File: config.mk
export PLATFORM = sky130hd
export DESIGN_NAME = probe_fingerprint_hash_flat
export DESIGN_NICKNAME = d
export VERILOG_FILES = /design/src/rtl/pfh_pkg.sv /design/src/rtl/pfh_if.sv /design/src/rtl/pfh_front.sv /design/src/rtl/pfh_queue.sv /design/src/rtl/pfh_back.sv /design/src/rtl/probe_fingerprint_hash.sv /design/src/flat_wrapper.sv
export SDC_FILE = /design/constraint.sdc
export NUM_CORES = 2
export LEC_CHECK = 0
export ABC_CLOCK_PERIOD_IN_PS = 11100
export BUFFER_PORTS_ARGS = -buffer_cell sky130_fd_sc_hd__buf_2
export CORE_ASPECT_RATIO = 0.7
export CORE_UTILIZATION = 55
export DETAILED_ROUTE_END_ITERATION = 8
export HOLD_SLACK_MARGIN = 0.1
export MAX_ROUTING_LAYER = met4
export PLACE_DENSITY = 0.71
export SYNTH_ARGS = -nofsm -noshare
export SYNTH_HDL_FRONTEND = slang
export SYNTH_SLANG_ARGS = --single-unit
export TNS_END_PERCENT = 20
File: constraint.sdc
create_clock -name clk -period 11.1 [get_ports clk]
set_input_delay 0.555 -clock clk [delete_from_list [all_inputs] [get_ports clk]]
set_output_delay 0.555 -clock clk [all_outputs]
set_load 0.05 [all_outputs]
File: src/rtl/pfh_pkg.sv
// Shared constants, types and helper functions of the probe fingerprint hash.
package pfh_pkg;

  // Mixer and combiner constants.
  localparam logic [63:0] MIX_P  = 64'h5555555555555555;
  localparam logic [63:0] MIX_C  = 64'd17316035218449499591;
  localparam logic [63:0] COMB_G = 64'h517cc1b727220a95;

  // Input opcodes.
  localparam logic [1:0] OP_START = 2'd0;
  localparam logic [1:0] OP_BEGIN = 2'd1;
  localparam logic [1:0] OP_BYTE  = 2'd2;
  localparam logic [1:0] OP_END   = 2'd3;

  // Commands passed from the front end to the back end.
  localparam logic [1:0] CMD_SEED_CONST = 2'd0;
  localparam logic [1:0] CMD_SEED_OUI   = 2'd1;
  localparam logic [1:0] CMD_MIX        = 2'd2;
  localparam logic [1:0] CMD_EMIT       = 2'd3;

  // Command queue geometry.
  localparam int QDEPTH = 4;
  localparam int QAW    = $clog2(QDEPTH);
  localparam int QCW    = QAW + 1;

  typedef struct packed {
    logic [1:0]  op;
    logic [63:0] data;
  } cmd_t;

  // Fold the upper half into the lower half.
  function automatic logic [63:0] xs32(input logic [63:0] v);
    return v ^ {32'd0, v[63:32]};
  endfunction

  // Replicate a chunk of one, two, four or eight bytes to 64 bits.
  function automatic logic [63:0] replicate(input logic [63:0] v, input logic [3:0] nbytes);
    logic [63:0] r;
    case (nbytes)
      4'd1:    r = {8{v[7:0]}};
      4'd2:    r = {4{v[15:0]}};
      4'd4:    r = {2{v[31:0]}};
      default: r = v;
    endcase
    return r;
  endfunction

  // Size of the next chunk given the bytes taken and the tag length.
  function automatic logic [3:0] pick_size(input logic [7:0] pos, input logic [7:0] len);
    logic [8:0] p;
    logic [8:0] l;
    logic [3:0] s;
    p = {1'b0, pos};
    l = {1'b0, len};
    if (p + 9'd8 < l) begin
      s = 4'd8;
    end else if (p + 9'd4 < l) begin
      s = 4'd4;
    end else if (p + 9'd2 < l) begin
      s = 4'd2;
    end else begin
      s = 4'd1;
    end
    return s;
  endfunction

endpackage

File: src/rtl/pfh_if.sv
// Channel interfaces of the probe fingerprint hash: input, result and configuration.
interface pfh_in_if;
  logic        valid;
  logic        ready;
  logic [1:0]  opcode;
  logic [23:0] oui;
  logic [7:0]  ie_length;
  logic [7:0]  data_byte;

  modport source (output valid, output opcode, output oui, output ie_length,
                  output data_byte, input ready);
  modport sink (input valid, input opcode, input oui, input ie_length,
                input data_byte, output ready);
endinterface

interface pfh_out_if;
  logic        valid;
  logic        ready;
  logic [63:0] hash_value;

  modport source (output valid, output hash_value, input ready);
  modport sink (input valid, input hash_value, output ready);
endinterface

interface pfh_cfg_if;
  logic valid;
  logic ready;
  logic use_oui;

  modport source (output valid, output use_oui, input ready);
  modport sink (input valid, input use_oui, output ready);
endinterface

File: src/rtl/pfh_front.sv
// Front end: accepts requests, tracks tag and chunk state and issues commands.
module pfh_front (
  input  logic           clk,
  input  logic           rst_n,
  pfh_in_if.sink         in_ch,
  pfh_cfg_if.sink        cfg_ch,
  input  logic           q_full,
  output logic           q_push,
  output pfh_pkg::cmd_t  q_cmd
);

  logic        use_oui_r, use_oui_nxt;
  logic [63:0] buf_r, buf_nxt;
  logic [3:0]  fill_r, fill_nxt;
  logic [3:0]  size_r, size_nxt;
  logic [7:0]  pos_r, pos_nxt;
  logic [7:0]  total_r, total_nxt;

  logic        accept;
  logic [63:0] buf_new;
  logic [3:0]  fill_new;

  // The configuration register is always writable.
  assign cfg_ch.ready = 1'b1;
  assign in_ch.ready  = !q_full;
  assign accept       = in_ch.valid && in_ch.ready;

  // Classify the request and update the tag state.
  always_comb begin
    use_oui_nxt = use_oui_r;
    buf_nxt     = buf_r;
    fill_nxt    = fill_r;
    size_nxt    = size_r;
    pos_nxt     = pos_r;
    total_nxt   = total_r;
    q_push      = 1'b0;
    q_cmd.op    = pfh_pkg::CMD_EMIT;
    q_cmd.data  = '0;
    buf_new     = buf_r;
    fill_new    = fill_r + 4'd1;

    if (cfg_ch.valid) begin
      use_oui_nxt = cfg_ch.use_oui;
    end

    // Bytes above the fill level are zero, so the new byte drops into its lane.
    buf_new[{fill_r[2:0], 3'b000} +: 8] = in_ch.data_byte;

    if (accept) begin
      case (in_ch.opcode)
        pfh_pkg::OP_START: begin
          buf_nxt    = '0;
          fill_nxt   = '0;
          size_nxt   = '0;
          pos_nxt    = '0;
          total_nxt  = '0;
          q_push     = 1'b1;
          q_cmd.op   = use_oui_r ? pfh_pkg::CMD_SEED_OUI : pfh_pkg::CMD_SEED_CONST;
          q_cmd.data = {40'd0, in_ch.oui};
        end
        pfh_pkg::OP_BEGIN: begin
          buf_nxt   = '0;
          fill_nxt  = '0;
          pos_nxt   = '0;
          total_nxt = in_ch.ie_length;
          size_nxt  = pfh_pkg::pick_size(8'd0, in_ch.ie_length);
        end
        pfh_pkg::OP_BYTE: begin
          // A byte with no open tag is dropped.
          if (pos_r < total_r) begin
            pos_nxt = pos_r + 8'd1;
            if (fill_new >= size_r) begin
              q_push     = 1'b1;
              q_cmd.op   = pfh_pkg::CMD_MIX;
              q_cmd.data = pfh_pkg::replicate(buf_new, size_r);
              buf_nxt    = '0;
              fill_nxt   = '0;
              size_nxt   = pfh_pkg::pick_size(pos_r + 8'd1, total_r);
            end else begin
              buf_nxt  = buf_new;
              fill_nxt = fill_new;
            end
          end
        end
        pfh_pkg::OP_END: begin
          buf_nxt   = '0;
          fill_nxt  = '0;
          size_nxt  = '0;
          pos_nxt   = '0;
          total_nxt = '0;
          q_push    = 1'b1;
          q_cmd.op  = pfh_pkg::CMD_EMIT;
        end
        default: begin
          q_push = 1'b0;
        end
      endcase
    end
  end

  // State registers.
  always_ff @(posedge clk) begin
    if (!rst_n) begin
      use_oui_r <= 1'b0;
      buf_r     <= '0;
      fill_r    <= '0;
      size_r    <= '0;
      pos_r     <= '0;
      total_r   <= '0;
    end else begin
      use_oui_r <= use_oui_nxt;
      buf_r     <= buf_nxt;
      fill_r    <= fill_nxt;
      size_r    <= size_nxt;
      pos_r     <= pos_nxt;
      total_r   <= total_nxt;
    end
  end

endmodule

File: src/rtl/pfh_queue.sv
// Short command queue between the front end and the back end.
module pfh_queue (
  input  logic           clk,
  input  logic           rst_n,
  input  logic           push,
  input  pfh_pkg::cmd_t  push_cmd,
  output logic           full,
  input  logic           pop,
  output logic           pop_valid,
  output pfh_pkg::cmd_t  pop_cmd
);

  pfh_pkg::cmd_t                entry_r [pfh_pkg::QDEPTH];
  logic [pfh_pkg::QAW-1:0]      wr_ptr_r, wr_ptr_nxt;
  logic [pfh_pkg::QAW-1:0]      rd_ptr_r, rd_ptr_nxt;
  logic [pfh_pkg::QCW-1:0]      count_r, count_nxt;
  logic                         do_push;
  logic                         do_pop;

  assign full      = (count_r == pfh_pkg::QCW'(pfh_pkg::QDEPTH));
  assign pop_valid = (count_r != '0);
  assign pop_cmd   = entry_r[rd_ptr_r];
  assign do_push   = push && !full;
  assign do_pop    = pop && pop_valid;

  // Pointer and occupancy update.
  always_comb begin
    wr_ptr_nxt = do_push ? wr_ptr_r + pfh_pkg::QAW'(1) : wr_ptr_r;
    rd_ptr_nxt = do_pop ? rd_ptr_r + pfh_pkg::QAW'(1) : rd_ptr_r;
    count_nxt  = count_r;
    if (do_push && !do_pop) begin
      count_nxt = count_r + pfh_pkg::QCW'(1);
    end else if (do_pop && !do_push) begin
      count_nxt = count_r - pfh_pkg::QCW'(1);
    end
  end

  always_ff @(posedge clk) begin
    if (!rst_n) begin
      wr_ptr_r <= '0;
      rd_ptr_r <= '0;
      count_r  <= '0;
    end else begin
      wr_ptr_r <= wr_ptr_nxt;
      rd_ptr_r <= rd_ptr_nxt;
      count_r  <= count_nxt;
    end
  end

  // Entry storage needs no reset.
  always_ff @(posedge clk) begin
    if (do_push) begin
      entry_r[wr_ptr_r] <= push_cmd;
    end
  end

endmodule

File: src/rtl/pfh_back.sv
// Back end: runs the mixer on a shared 32x32 multiplier, combines and emits the hash.
module pfh_back (
  input  logic           clk,
  input  logic           rst_n,
  input  logic           q_valid,
  input  pfh_pkg::cmd_t  q_cmd,
  output logic           q_pop,
  pfh_out_if.source      out_ch
);

  localparam logic [2:0] S_IDLE = 3'd0;
  localparam logic [2:0] S_MUL  = 3'd1;
  localparam logic [2:0] S_ADD1 = 3'd2;
  localparam logic [2:0] S_ADD2 = 3'd3;
  localparam logic [2:0] S_ADD3 = 3'd4;

  logic [2:0]  state_r, state_nxt;
  logic [1:0]  step_r, step_nxt;
  logic        pass_r, pass_nxt;
  logic        phase_r, phase_nxt;
  logic [1:0]  op_r, op_nxt;
  logic        out_valid_r, out_valid_nxt;
  logic [63:0] h_r, h_nxt;

  logic [63:0] x_r, x_nxt;
  logic [63:0] prod_r, prod_nxt;
  logic [63:0] acc_r, acc_nxt;
  logic [63:0] t_r, t_nxt;
  logic [7:0]  oui_hi_r, oui_hi_nxt;
  logic [63:0] hash_r, hash_nxt;

  logic [63:0] mul_b;
  logic [31:0] mul_x;
  logic [31:0] mul_y;
  logic [63:0] mul_p;
  logic [63:0] mul_res;
  logic        out_free;

  assign out_ch.valid      = out_valid_r;
  assign out_ch.hash_value = hash_r;
  assign out_free          = !out_valid_r || out_ch.ready;

  // An emit request waits in the queue until the output register is free.
  assign q_pop = (state_r == S_IDLE) && q_valid &&
                 ((q_cmd.op != pfh_pkg::CMD_EMIT) || out_free);

  // Partial products of the low 64 bits of x times the pass constant.
  always_comb begin
    mul_b = pass_r ? pfh_pkg::MIX_C : pfh_pkg::MIX_P;
    case (step_r)
      2'd0: begin
        mul_x = x_r[31:0];
        mul_y = mul_b[31:0];
      end
      2'd1: begin
        mul_x = x_r[31:0];
        mul_y = mul_b[63:32];
      end
      default: begin
        mul_x = x_r[63:32];
        mul_y = mul_b[31:0];
      end
    endcase
    mul_p   = 64'(mul_x) * 64'(mul_y);
    mul_res = acc_r + {prod_r[31:0], 32'd0};
  end

  // Sequencer.
  always_comb begin
    state_nxt     = state_r;
    step_nxt      = step_r;
    pass_nxt      = pass_r;
    phase_nxt     = phase_r;
    op_nxt        = op_r;
    h_nxt         = h_r;
    x_nxt         = x_r;
    prod_nxt      = prod_r;
    acc_nxt       = acc_r;
    t_nxt         = t_r;
    oui_hi_nxt    = oui_hi_r;
    hash_nxt      = hash_r;
    out_valid_nxt = out_valid_r;

    if (out_valid_r && out_ch.ready) begin
      out_valid_nxt = 1'b0;
    end

    case (state_r)
      S_IDLE: begin
        if (q_pop) begin
          op_nxt    = q_cmd.op;
          step_nxt  = 2'd0;
          pass_nxt  = 1'b0;
          phase_nxt = 1'b0;
          case (q_cmd.op)
            pfh_pkg::CMD_SEED_CONST: begin
              h_nxt = pfh_pkg::MIX_C;
            end
            pfh_pkg::CMD_SEED_OUI: begin
              x_nxt      = pfh_pkg::xs32(pfh_pkg::replicate({48'd0, q_cmd.data[15:0]}, 4'd2));
              oui_hi_nxt = q_cmd.data[23:16];
              state_nxt  = S_MUL;
            end
            pfh_pkg::CMD_MIX: begin
              x_nxt     = pfh_pkg::xs32(q_cmd.data);
              state_nxt = S_MUL;
            end
            default: begin
              hash_nxt      = h_r;
              out_valid_nxt = 1'b1;
            end
          endcase
        end
      end
      S_MUL: begin
        step_nxt = step_r + 2'd1;
        case (step_r)
          2'd0: begin
            prod_nxt = mul_p;
          end
          2'd1: begin
            acc_nxt  = prod_r;
            prod_nxt = mul_p;
          end
          2'd2: begin
            acc_nxt  = mul_res;
            prod_nxt = mul_p;
          end
          default: begin
            // Last partial product is in: finish this multiply.
            if (!pass_r) begin
              x_nxt    = pfh_pkg::xs32(mul_res);
              pass_nxt = 1'b1;
            end else if ((op_r == pfh_pkg::CMD_SEED_OUI) && !phase_r) begin
              h_nxt     = mul_res;
              phase_nxt = 1'b1;
              pass_nxt  = 1'b0;
              x_nxt     = pfh_pkg::xs32(pfh_pkg::replicate({56'd0, oui_hi_r}, 4'd1));
            end else begin
              t_nxt     = mul_res;
              state_nxt = S_ADD1;
            end
          end
        endcase
      end
      S_ADD1: begin
        t_nxt     = t_r + pfh_pkg::COMB_G;
        state_nxt = S_ADD2;
      end
      S_ADD2: begin
        t_nxt     = t_r + {h_r[57:0], 6'd0};
        state_nxt = S_ADD3;
      end
      S_ADD3: begin
        h_nxt     = h_r ^ (t_r + {2'd0, h_r[63:2]});
        state_nxt = S_IDLE;
      end
      default: begin
        state_nxt = S_IDLE;
      end
    endcase
  end

  // Control registers and the running hash.
  always_ff @(posedge clk) begin
    if (!rst_n) begin
      state_r     <= S_IDLE;
      step_r      <= '0;
      pass_r      <= 1'b0;
      phase_r     <= 1'b0;
      op_r        <= pfh_pkg::CMD_SEED_CONST;
      out_valid_r <= 1'b0;
      h_r         <= '0;
    end else begin
      state_r     <= state_nxt;
      step_r      <= step_nxt;
      pass_r      <= pass_nxt;
      phase_r     <= phase_nxt;
      op_r        <= op_nxt;
      out_valid_r <= out_valid_nxt;
      h_r         <= h_nxt;
    end
  end

  // Datapath registers.
  always_ff @(posedge clk) begin
    x_r      <= x_nxt;
    prod_r   <= prod_nxt;
    acc_r    <= acc_nxt;
    t_r      <= t_nxt;
    oui_hi_r <= oui_hi_nxt;
    hash_r   <= hash_nxt;
  end

endmodule

File: src/rtl/probe_fingerprint_hash.sv
// Top level of the probe fingerprint hash: front end, command queue and back end.
// The front end takes one request per cycle while its four-entry command queue has room;
// start, end and each completed chunk of tag bytes place one command in the queue, other
// requests place none. The back end handles a chunk in an issue step, two
// 64-bit multiplies on a single shared 32x32 multiplier and three combining adds. A
// start with the OUI seed runs four multiplies, two for each part of the OUI, before
// the combining adds; a start with the constant seed and an end take only the issue
// step, an end also waiting for the result register to be taken. Sustained throughput
// is therefore set by the multiplier loop; the back end takes a command only when idle.
// Configuration writes are taken in any cycle and must only be issued while idle.
module probe_fingerprint_hash (
  input  logic      clk,
  input  logic      rst_n,
  pfh_in_if.sink    in_ch,
  pfh_out_if.source out_ch,
  pfh_cfg_if.sink   cfg_ch
);

  logic          q_push;
  pfh_pkg::cmd_t q_push_cmd;
  logic          q_full;
  logic          q_pop;
  logic          q_valid;
  pfh_pkg::cmd_t q_pop_cmd;

  // Request classification and tag tracking.
  pfh_front u_front (
    .clk    (clk),
    .rst_n  (rst_n),
    .in_ch  (in_ch),
    .cfg_ch (cfg_ch),
    .q_full (q_full),
    .q_push (q_push),
    .q_cmd  (q_push_cmd)
  );

  // Decoupling queue.
  pfh_queue u_queue (
    .clk       (clk),
    .rst_n     (rst_n),
    .push      (q_push),
    .push_cmd  (q_push_cmd),
    .full      (q_full),
    .pop       (q_pop),
    .pop_valid (q_valid),
    .pop_cmd   (q_pop_cmd)
  );

  // Mixer, combiner and result register.
  pfh_back u_back (
    .clk     (clk),
    .rst_n   (rst_n),
    .q_valid (q_valid),
    .q_cmd   (q_pop_cmd),
    .q_pop   (q_pop),
    .out_ch  (out_ch)
  );

endmodule

File: src/flat_wrapper.sv
// flat-port wrapper written by rule: the top's interface ports become plain ports
module probe_fingerprint_hash_flat 
  (clk, rst_n, in_ch_valid, in_ch_opcode, in_ch_oui, in_ch_ie_length, in_ch_data_byte, in_ch_ready, out_ch_valid, out_ch_hash_value, out_ch_ready, cfg_ch_valid, cfg_ch_use_oui, cfg_ch_ready);
  pfh_in_if in_ch_i ();
  pfh_out_if out_ch_i ();
  pfh_cfg_if cfg_ch_i ();
  input  logic clk;
  input  logic rst_n;
  input wire logic [$bits(in_ch_i.valid)-1:0] in_ch_valid;
  input wire logic [$bits(in_ch_i.opcode)-1:0] in_ch_opcode;
  input wire logic [$bits(in_ch_i.oui)-1:0] in_ch_oui;
  input wire logic [$bits(in_ch_i.ie_length)-1:0] in_ch_ie_length;
  input wire logic [$bits(in_ch_i.data_byte)-1:0] in_ch_data_byte;
  output wire logic [$bits(in_ch_i.ready)-1:0] in_ch_ready;
  output wire logic [$bits(out_ch_i.valid)-1:0] out_ch_valid;
  output wire logic [$bits(out_ch_i.hash_value)-1:0] out_ch_hash_value;
  input wire logic [$bits(out_ch_i.ready)-1:0] out_ch_ready;
  input wire logic [$bits(cfg_ch_i.valid)-1:0] cfg_ch_valid;
  input wire logic [$bits(cfg_ch_i.use_oui)-1:0] cfg_ch_use_oui;
  output wire logic [$bits(cfg_ch_i.ready)-1:0] cfg_ch_ready;
  assign in_ch_i.valid = in_ch_valid;
  assign in_ch_i.opcode = in_ch_opcode;
  assign in_ch_i.oui = in_ch_oui;
  assign in_ch_i.ie_length = in_ch_ie_length;
  assign in_ch_i.data_byte = in_ch_data_byte;
  assign in_ch_ready = in_ch_i.ready;
  assign out_ch_valid = out_ch_i.valid;
  assign out_ch_hash_value = out_ch_i.hash_value;
  assign out_ch_i.ready = out_ch_ready;
  assign cfg_ch_i.valid = cfg_ch_valid;
  assign cfg_ch_i.use_oui = cfg_ch_use_oui;
  assign cfg_ch_ready = cfg_ch_i.ready;
  probe_fingerprint_hash u_core (.clk(clk), .rst_n(rst_n), .in_ch(in_ch_i), .out_ch(out_ch_i), .cfg_ch(cfg_ch_i));
endmodule
== Yosys cells after proc, flatten, opt, wreduce, memory -nomap -nowiden ==
Memories as Yosys holds them, arrays and structs flattened. A register that Yosys moved wholly into a read port is not among the register bits.
Cells that the tools add are included.

* Word-level logic and storage cells: 215
* RAM bits: 264
* Memories kept: 1
* Bits of input ports: 48
* Flip-flop bits (word level): 498

* $lt $le $gt $ge: 8
* Muxes and demuxes: 84
* $mul: 1
* Eq/ne operators: 28
* Bitwise gates (word level): 6
* Reductions and logical operators: 48
* Shifts and indexed selects: 2
* $add $sub $neg: 15

{| class="wikitable"
|+ Memory list
! name !! words !! bits a word !! rd ports !! clocked after Yosys merged registers in !! write ports !! line !! source
|-
| u_core.u_queue.entry_r || 4 || 66 || 1 || 1 || 1 || pfh_queue.sv:13 || <nowiki>pfh_pkg::cmd_t entry_r [pfh_pkg::QDEPTH];</nowiki>
|}

{| class="wikitable"
|+ Operators by type and width
! cell !! count
|-
| $mux W64 || 22
|-
| $pmux W64 S2 || 5
|-
| $pmux W64 S3 || 3
|-
| $xor A64 B32 Y64 || 4
|-
| $mux W65 || 2
|-
| $add A64 B64 Y64 || 2
|-
| $mux W66 || 1
|-
| $add A64 B62 Y64 || 1
|-
| $add A64 B63 Y64 const B || 1
|-
| $bwmux W64 || 1
|-
| $mul A32 B32 Y64 || 1
|-
| $mux W32 || 2
|-
| $shift A8 B8 Y64 const A || 1
|-
| $shiftx A8 B8 Y64 || 1
|-
| $xor A64 B64 Y64 || 1
|-
| $pmux W8 S2 || 2
|-
| $lt A9 B8 Y1 || 3
|-
| $mux W3 || 9
|-
| $mux W4 || 6
|-
| $mux W1 || 17
|-
| $ne A2 B2 Y1 const B || 8
|-
| $reduce_and A5 Y1 || 3
|-
| $pmux W3 S4 || 1
|-
| $pmux W4 S3 || 1
|-
| other kinds (44) || 94
|}

== Longest topological paths before layout ==
* Word-level depth: 11
* Gate-level depth with buffers: 35
* Depth with buffers taken out: 33

== Modules after synthesis ==
From an unflattened synthesis, not the netlist that was laid out.

* Cell total of the unflattened synthesis: 6919
* Area total of the unflattened synthesis: 70739.1 um^2

{| class="wikitable"
|+ Modules (own cells, without submodules)
! module !! instances !! cells each !! area an instance (um^2)
|-
| pfh_back || 1 || 5549 || 53410.0
|-
| pfh_queue || 1 || 392 || 10002.1
|-
| pfh_front || 1 || 978 || 7327.0
|}

== Worst setup path after synthesis ==
No wires, ideal clock.

* Kind: register -> register
* Start point: register u_core.u_back.step_r[1]
* End point: register u_core.u_back.prod_r[60], data pin
* Arrival: 9.296 ns
* Path slack: 1.667 ns
* Buffers on the path: 3
* Cell stages (with the launch flop): 34
* Setup time: 0.137 ns
* Cell sequence: dfxtp_1 > inv_1 > ha_1 > nor2_1 > clkbuf_1 > clkbuf_1 > mux2i_1 > nor2_1 > nand2_1 > inv_1 > fa_1 > inv_1 > fa_1 > fa_1 > fa_1 > inv_1 > fa_1 > fa_1 > fa_1 > inv_1 > fa_1 > inv_1 > ha_1 > clkbuf_1 > a21o_1 > a21o_1 > a21oi_1 > o211ai_1 > o21ai_0 > or4b_4 > a31oi_4 > o31ai_2 > or4_1 > nand4_1

* Cells in the longest elaborated chain, start to end: 4
* Elaborated cells between the ends (all ways): 6
* Those cells by class: 1 x mul; 1 x eq/ne; 2 x mux; 2 x reduce/logical

{| class="wikitable"
|+ RTL lines
! element !! line !! source
|-
| from (decl) || pfh_back.sv:18 || <nowiki>logic [1:0] step_r, step_nxt;</nowiki>
|-
| from (signal assigned) || pfh_back.sv:176 || <nowiki>step_r <= step_nxt;</nowiki>
|-
| $eq A2 B1 Y1 / $logic_not A2 Y1 (equally long branches) || pfh_back.sv:50 || <nowiki>case (step_r)</nowiki>
|-
| $reduce_or A2 Y1 (no line) || n/a ||
|-
| $mux W32 || pfh_back.sv:50 ||
|-
| $mul A32 B32 Y64 (*) || pfh_back.sv:64 || <nowiki>mul_p = 64'(mul_x) * 64'(mul_y);</nowiki>
|-
| net u_core.u_back.mul_p[60] || pfh_back.sv:35 || <nowiki>logic [63:0] mul_p;</nowiki>
|-
| to (signal assigned) || pfh_back.sv:188 || <nowiki>prod_r <= prod_nxt;</nowiki>
|-
| to (decl) || pfh_back.sv:26 || <nowiki>logic [63:0] prod_r, prod_nxt;</nowiki>
|}

The timed path passes the listed nets; every way through them passes the cells marked *.
A chain may end at the register's enable or synchronous reset.

== Final worst setup path ==
* Start point: register u_core.u_back.step_r[0]
* End point: register u_core.u_back.prod_r[63], data pin

Same word-level chain as after synthesis.

==> flow_summary.toml <==
[status]
status = "finished clean"

[cells_and_area]
nNetsFinal = 8099
syn2layout_area_growth_pct = 6.61
drive_gt1_frac = 0.0719
fillers = 10700
finalNonFillerCells = 8480
fin_util = 0.591
stdcell_area_um2 = 74500

[critical_path]
r2r_end = "u_core.u_back.prod_r[63]"
rrSetupSlack_ns = 0.44
criticalPathCategory = "flip-flop to flip-flop"
cp-start-kind = "flip-flop"
rr_startpoint = "u_core.u_back.step_r[0]"
crit_arrival_ns = 11.11
endpoint = "u_core.u_back.prod_r[63]"
critPathCaptureType = "flip-flop"
crit_fanout = 8
critical-path-top-delay-family = "adder cells"
cp.depth = 28
rr_worst_depth = 28
startpoint = "u_core.u_back.step_r[0]"
slowest_stage = "a21oi_1"
path_common_cell = "fa_1"
path_buf_inv = 6
cp.required_ns = 11.54
slowest_delay_ns = 0.77

[floorplan]
num_rows = 109
coreArea_um2 = 126000
initial_core_util = 0.554
ios = 115
die_area_um2 = 129000
die_y_um = 300
die_x_um = 428

[timing]
rsz0062_at_grt = "false"
hold_viol_final = 0
clock.fmax_mhz = 93.8
timing.slew.headroom = 0.0582
finClkSkew_ns = 0.0573
tightest_slew_ns = 1.40
period_needed_ns = 10.66
setup_viol = 0
post-route-period-util = 0.960
tns_ns = 0
slew_viol_final = 0

[global_routing]
track_usage = 0.383
first_global_vias = 51300
antenna_found_initial = 6
grt_pass1_wl_um = 351000
grt_max_degree = 105
grt_overflow = 0

[detailed_routing]
drtIter0Drc = 7872
dr.pass1.iters = 8
wl_um = 240000
antenna_left = 0
dr_total_vias = 53900
drcViolationCount = 0
wl_per_cell_um = 28.3
vias_per_cell = 6.36

[yosys]
synth_nets = 8143
synth_edf_count = 592
synth_top_area_cell = "edfxtp_1"
synth_area_leaders = "edfxtp_1, fa_1, ha_1, dfxtp_1, inv_1"
post-synth-top-count-cell = "inv_1"
avgSynthCellArea_um2 = 10.3
yosysSeqAreaShare = 0.304
synthDominantCellAreaShare = 0.254
synthTopCellsByCount = "inv_1, fa_1, ha_1, edfxtp_1, nand2_1"
synth-main-ff-cell = "edfxtp_1"
async_reset_ff_frac = 0
synth_seq_cells = 764
synth_cell_type_count = 94
yosys_warnings = 0
synthCells = 6802
syn-cell-area_um2 = 69900

[placed_design]
post_dp_cell_area_um2 = 72200
io_buffers = 113
gp_congestion = 1.03
post-place-cells = 8352
hpwl_um = 193000

[clocking]
clock-sinks = 764
h-tree-depth = 3
cts_tree = "done"
clk_path_buf_depth = 3
cts_resized = 0
clk_pin_slew_ns = 0.08
worstSkewPairLatency_ns = 0.70
numCtsBuffers = 69
post-cts-setup-buffer-count = 0
holdBufCountCts = 0
root_buffer = "clkbuf_16"

[run]
maxCapViolCount = 0

[hold_path]
hold_class = "input pin to flip-flop"
how the worst min path moves through the flow:
stage                           endpoint                       from  depth (start not counted)
3_5_place_dp   u_core.u_front.total_r[3]  u_core.u_front.total_r[3]                          2
6_report        u_core.u_front.use_oui_r             cfg_ch_use_oui                          3
4_1_cts         u_core.u_front.use_oui_r             cfg_ch_use_oui                          3
2_1_floorplan      u_core.u_back.op_r[0]      u_core.u_back.op_r[0]                          2
5_1_grt         u_core.u_front.use_oui_r             cfg_ch_use_oui                          3
3_3_place_gp   u_core.u_front.total_r[4]  u_core.u_front.total_r[4]                          2
tightest hold or removal path: cells and delay by family:
family / cells / cell delay, ns
muxes: 1 / 0.06
buffers and inverters: 1 / 0.08
and+or+nand+nor: 1 / 0.10
cell families (layout without fill, tap and decap cells):
| kind of cell | Yosys count | count (layout) | synth area share |
|---|---|---|---|
| xor+xnor | 435 | 435 | 0.0545 |
| fa+ha+maj | 1293 | 1293 | 0.303 |
| simple gates | 1458 | 1458 | 0.0988 |
| compound gates | 1475 | 1475 | 0.137 |
| mux | 184 | 184 | 0.0389 |
| other cells | 1 | 3 | 0.0000537 |
| flops | 764 | 764 | 0.304 |
| buf+inv | 1192 | 1203 | 0.0643 |
cell type report:
| class | instances | area [µm²] | area share |
|---|---|---|---|
| clock inverter | 29 | 407 | 0.00546 |
| tap | 1665 | 2080 | 0.0280 |
| multi-input combinational | 4846 | 44300 | 0.594 |
| inverter | 874 | 3280 | 0.0440 |
| antenna | 2 | 5.00 | 0.0000672 |
| timing repair buffer | 203 | 1270 | 0.0170 |
| clock buffer | 97 | 1940 | 0.0261 |
| sequential | 764 | 21200 | 0.285 |
layer usage:
metal  global-route usage  up-vias  wire (µm)
met4               0.0684        0       4630
met2                0.496     3173      94300
met5                    -        -          0
met1                0.582    27000     108000
met3                0.121      287      32300
li1                     -    23500          -
per-stage QoR:
| step | hold slack, ns | worst slack (ns) |
|---|---|---|
| CTS | 0.107 | 0.830 |
| floorplan | 0.439 | 1.67 |
| global placement | 0.451 | 0.965 |
| detailed placement | 0.462 | 0.878 |
| global route | 0.153 | 0.166 |
| finish | 0.132 | 0.439 |
registers in the layout, summed over array words and instances (netlist names), 64 cells and up, named ones only:
| name | flops |
|---|---|
| u_core.u_back.prod_r | 64 |
| u_core.u_back.t_r | 64 |
| u_core.u_back.x_r | 64 |
| u_core.u_front.buf_r | 64 |
| u_core.u_back.h_r | 64 |
| u_core.u_back.out_ch.hash_value | 64 |
| u_core.u_queue.entry_r | 264 |
| u_core.u_back.acc_r | 64 |
cells in the final DEF, fill, tap and decap left out, drive strengths merged, types with 39 or more instances in the layout:
cell | netlist | final
clkbuf | 289 | 97
mux2i | 77 | 77
a22oi | 78 | 78
and3 | 71 | 71
nor3 | 84 | 84
xor2 | 138 | 138
a21oi | 373 | 373
nand4 | 57 | 57
mux4 | 66 | 66
o21a | 39 | 39
nand3 | 88 | 88
buf | 29 | 203
a211oi | 54 | 54
o21bai | 46 | 46
a21o | 169 | 169
dfxtp | 172 | 172
mux2 | 41 | 41
fa | 662 | 662
inv | 870 | 872
nor2b | 136 | 136
edfxtp | 592 | 592
ha | 631 | 631
xnor2 | 297 | 297
nor2 | 380 | 380
a31oi | 53 | 53
o21ai | 336 | 336
nand2 | 459 | 459
and2 | 45 | 45
o22ai | 57 | 57
Power is not shown: default switching activity piles up to over one toggle a cycle in this logic, so the estimate is an artifact.
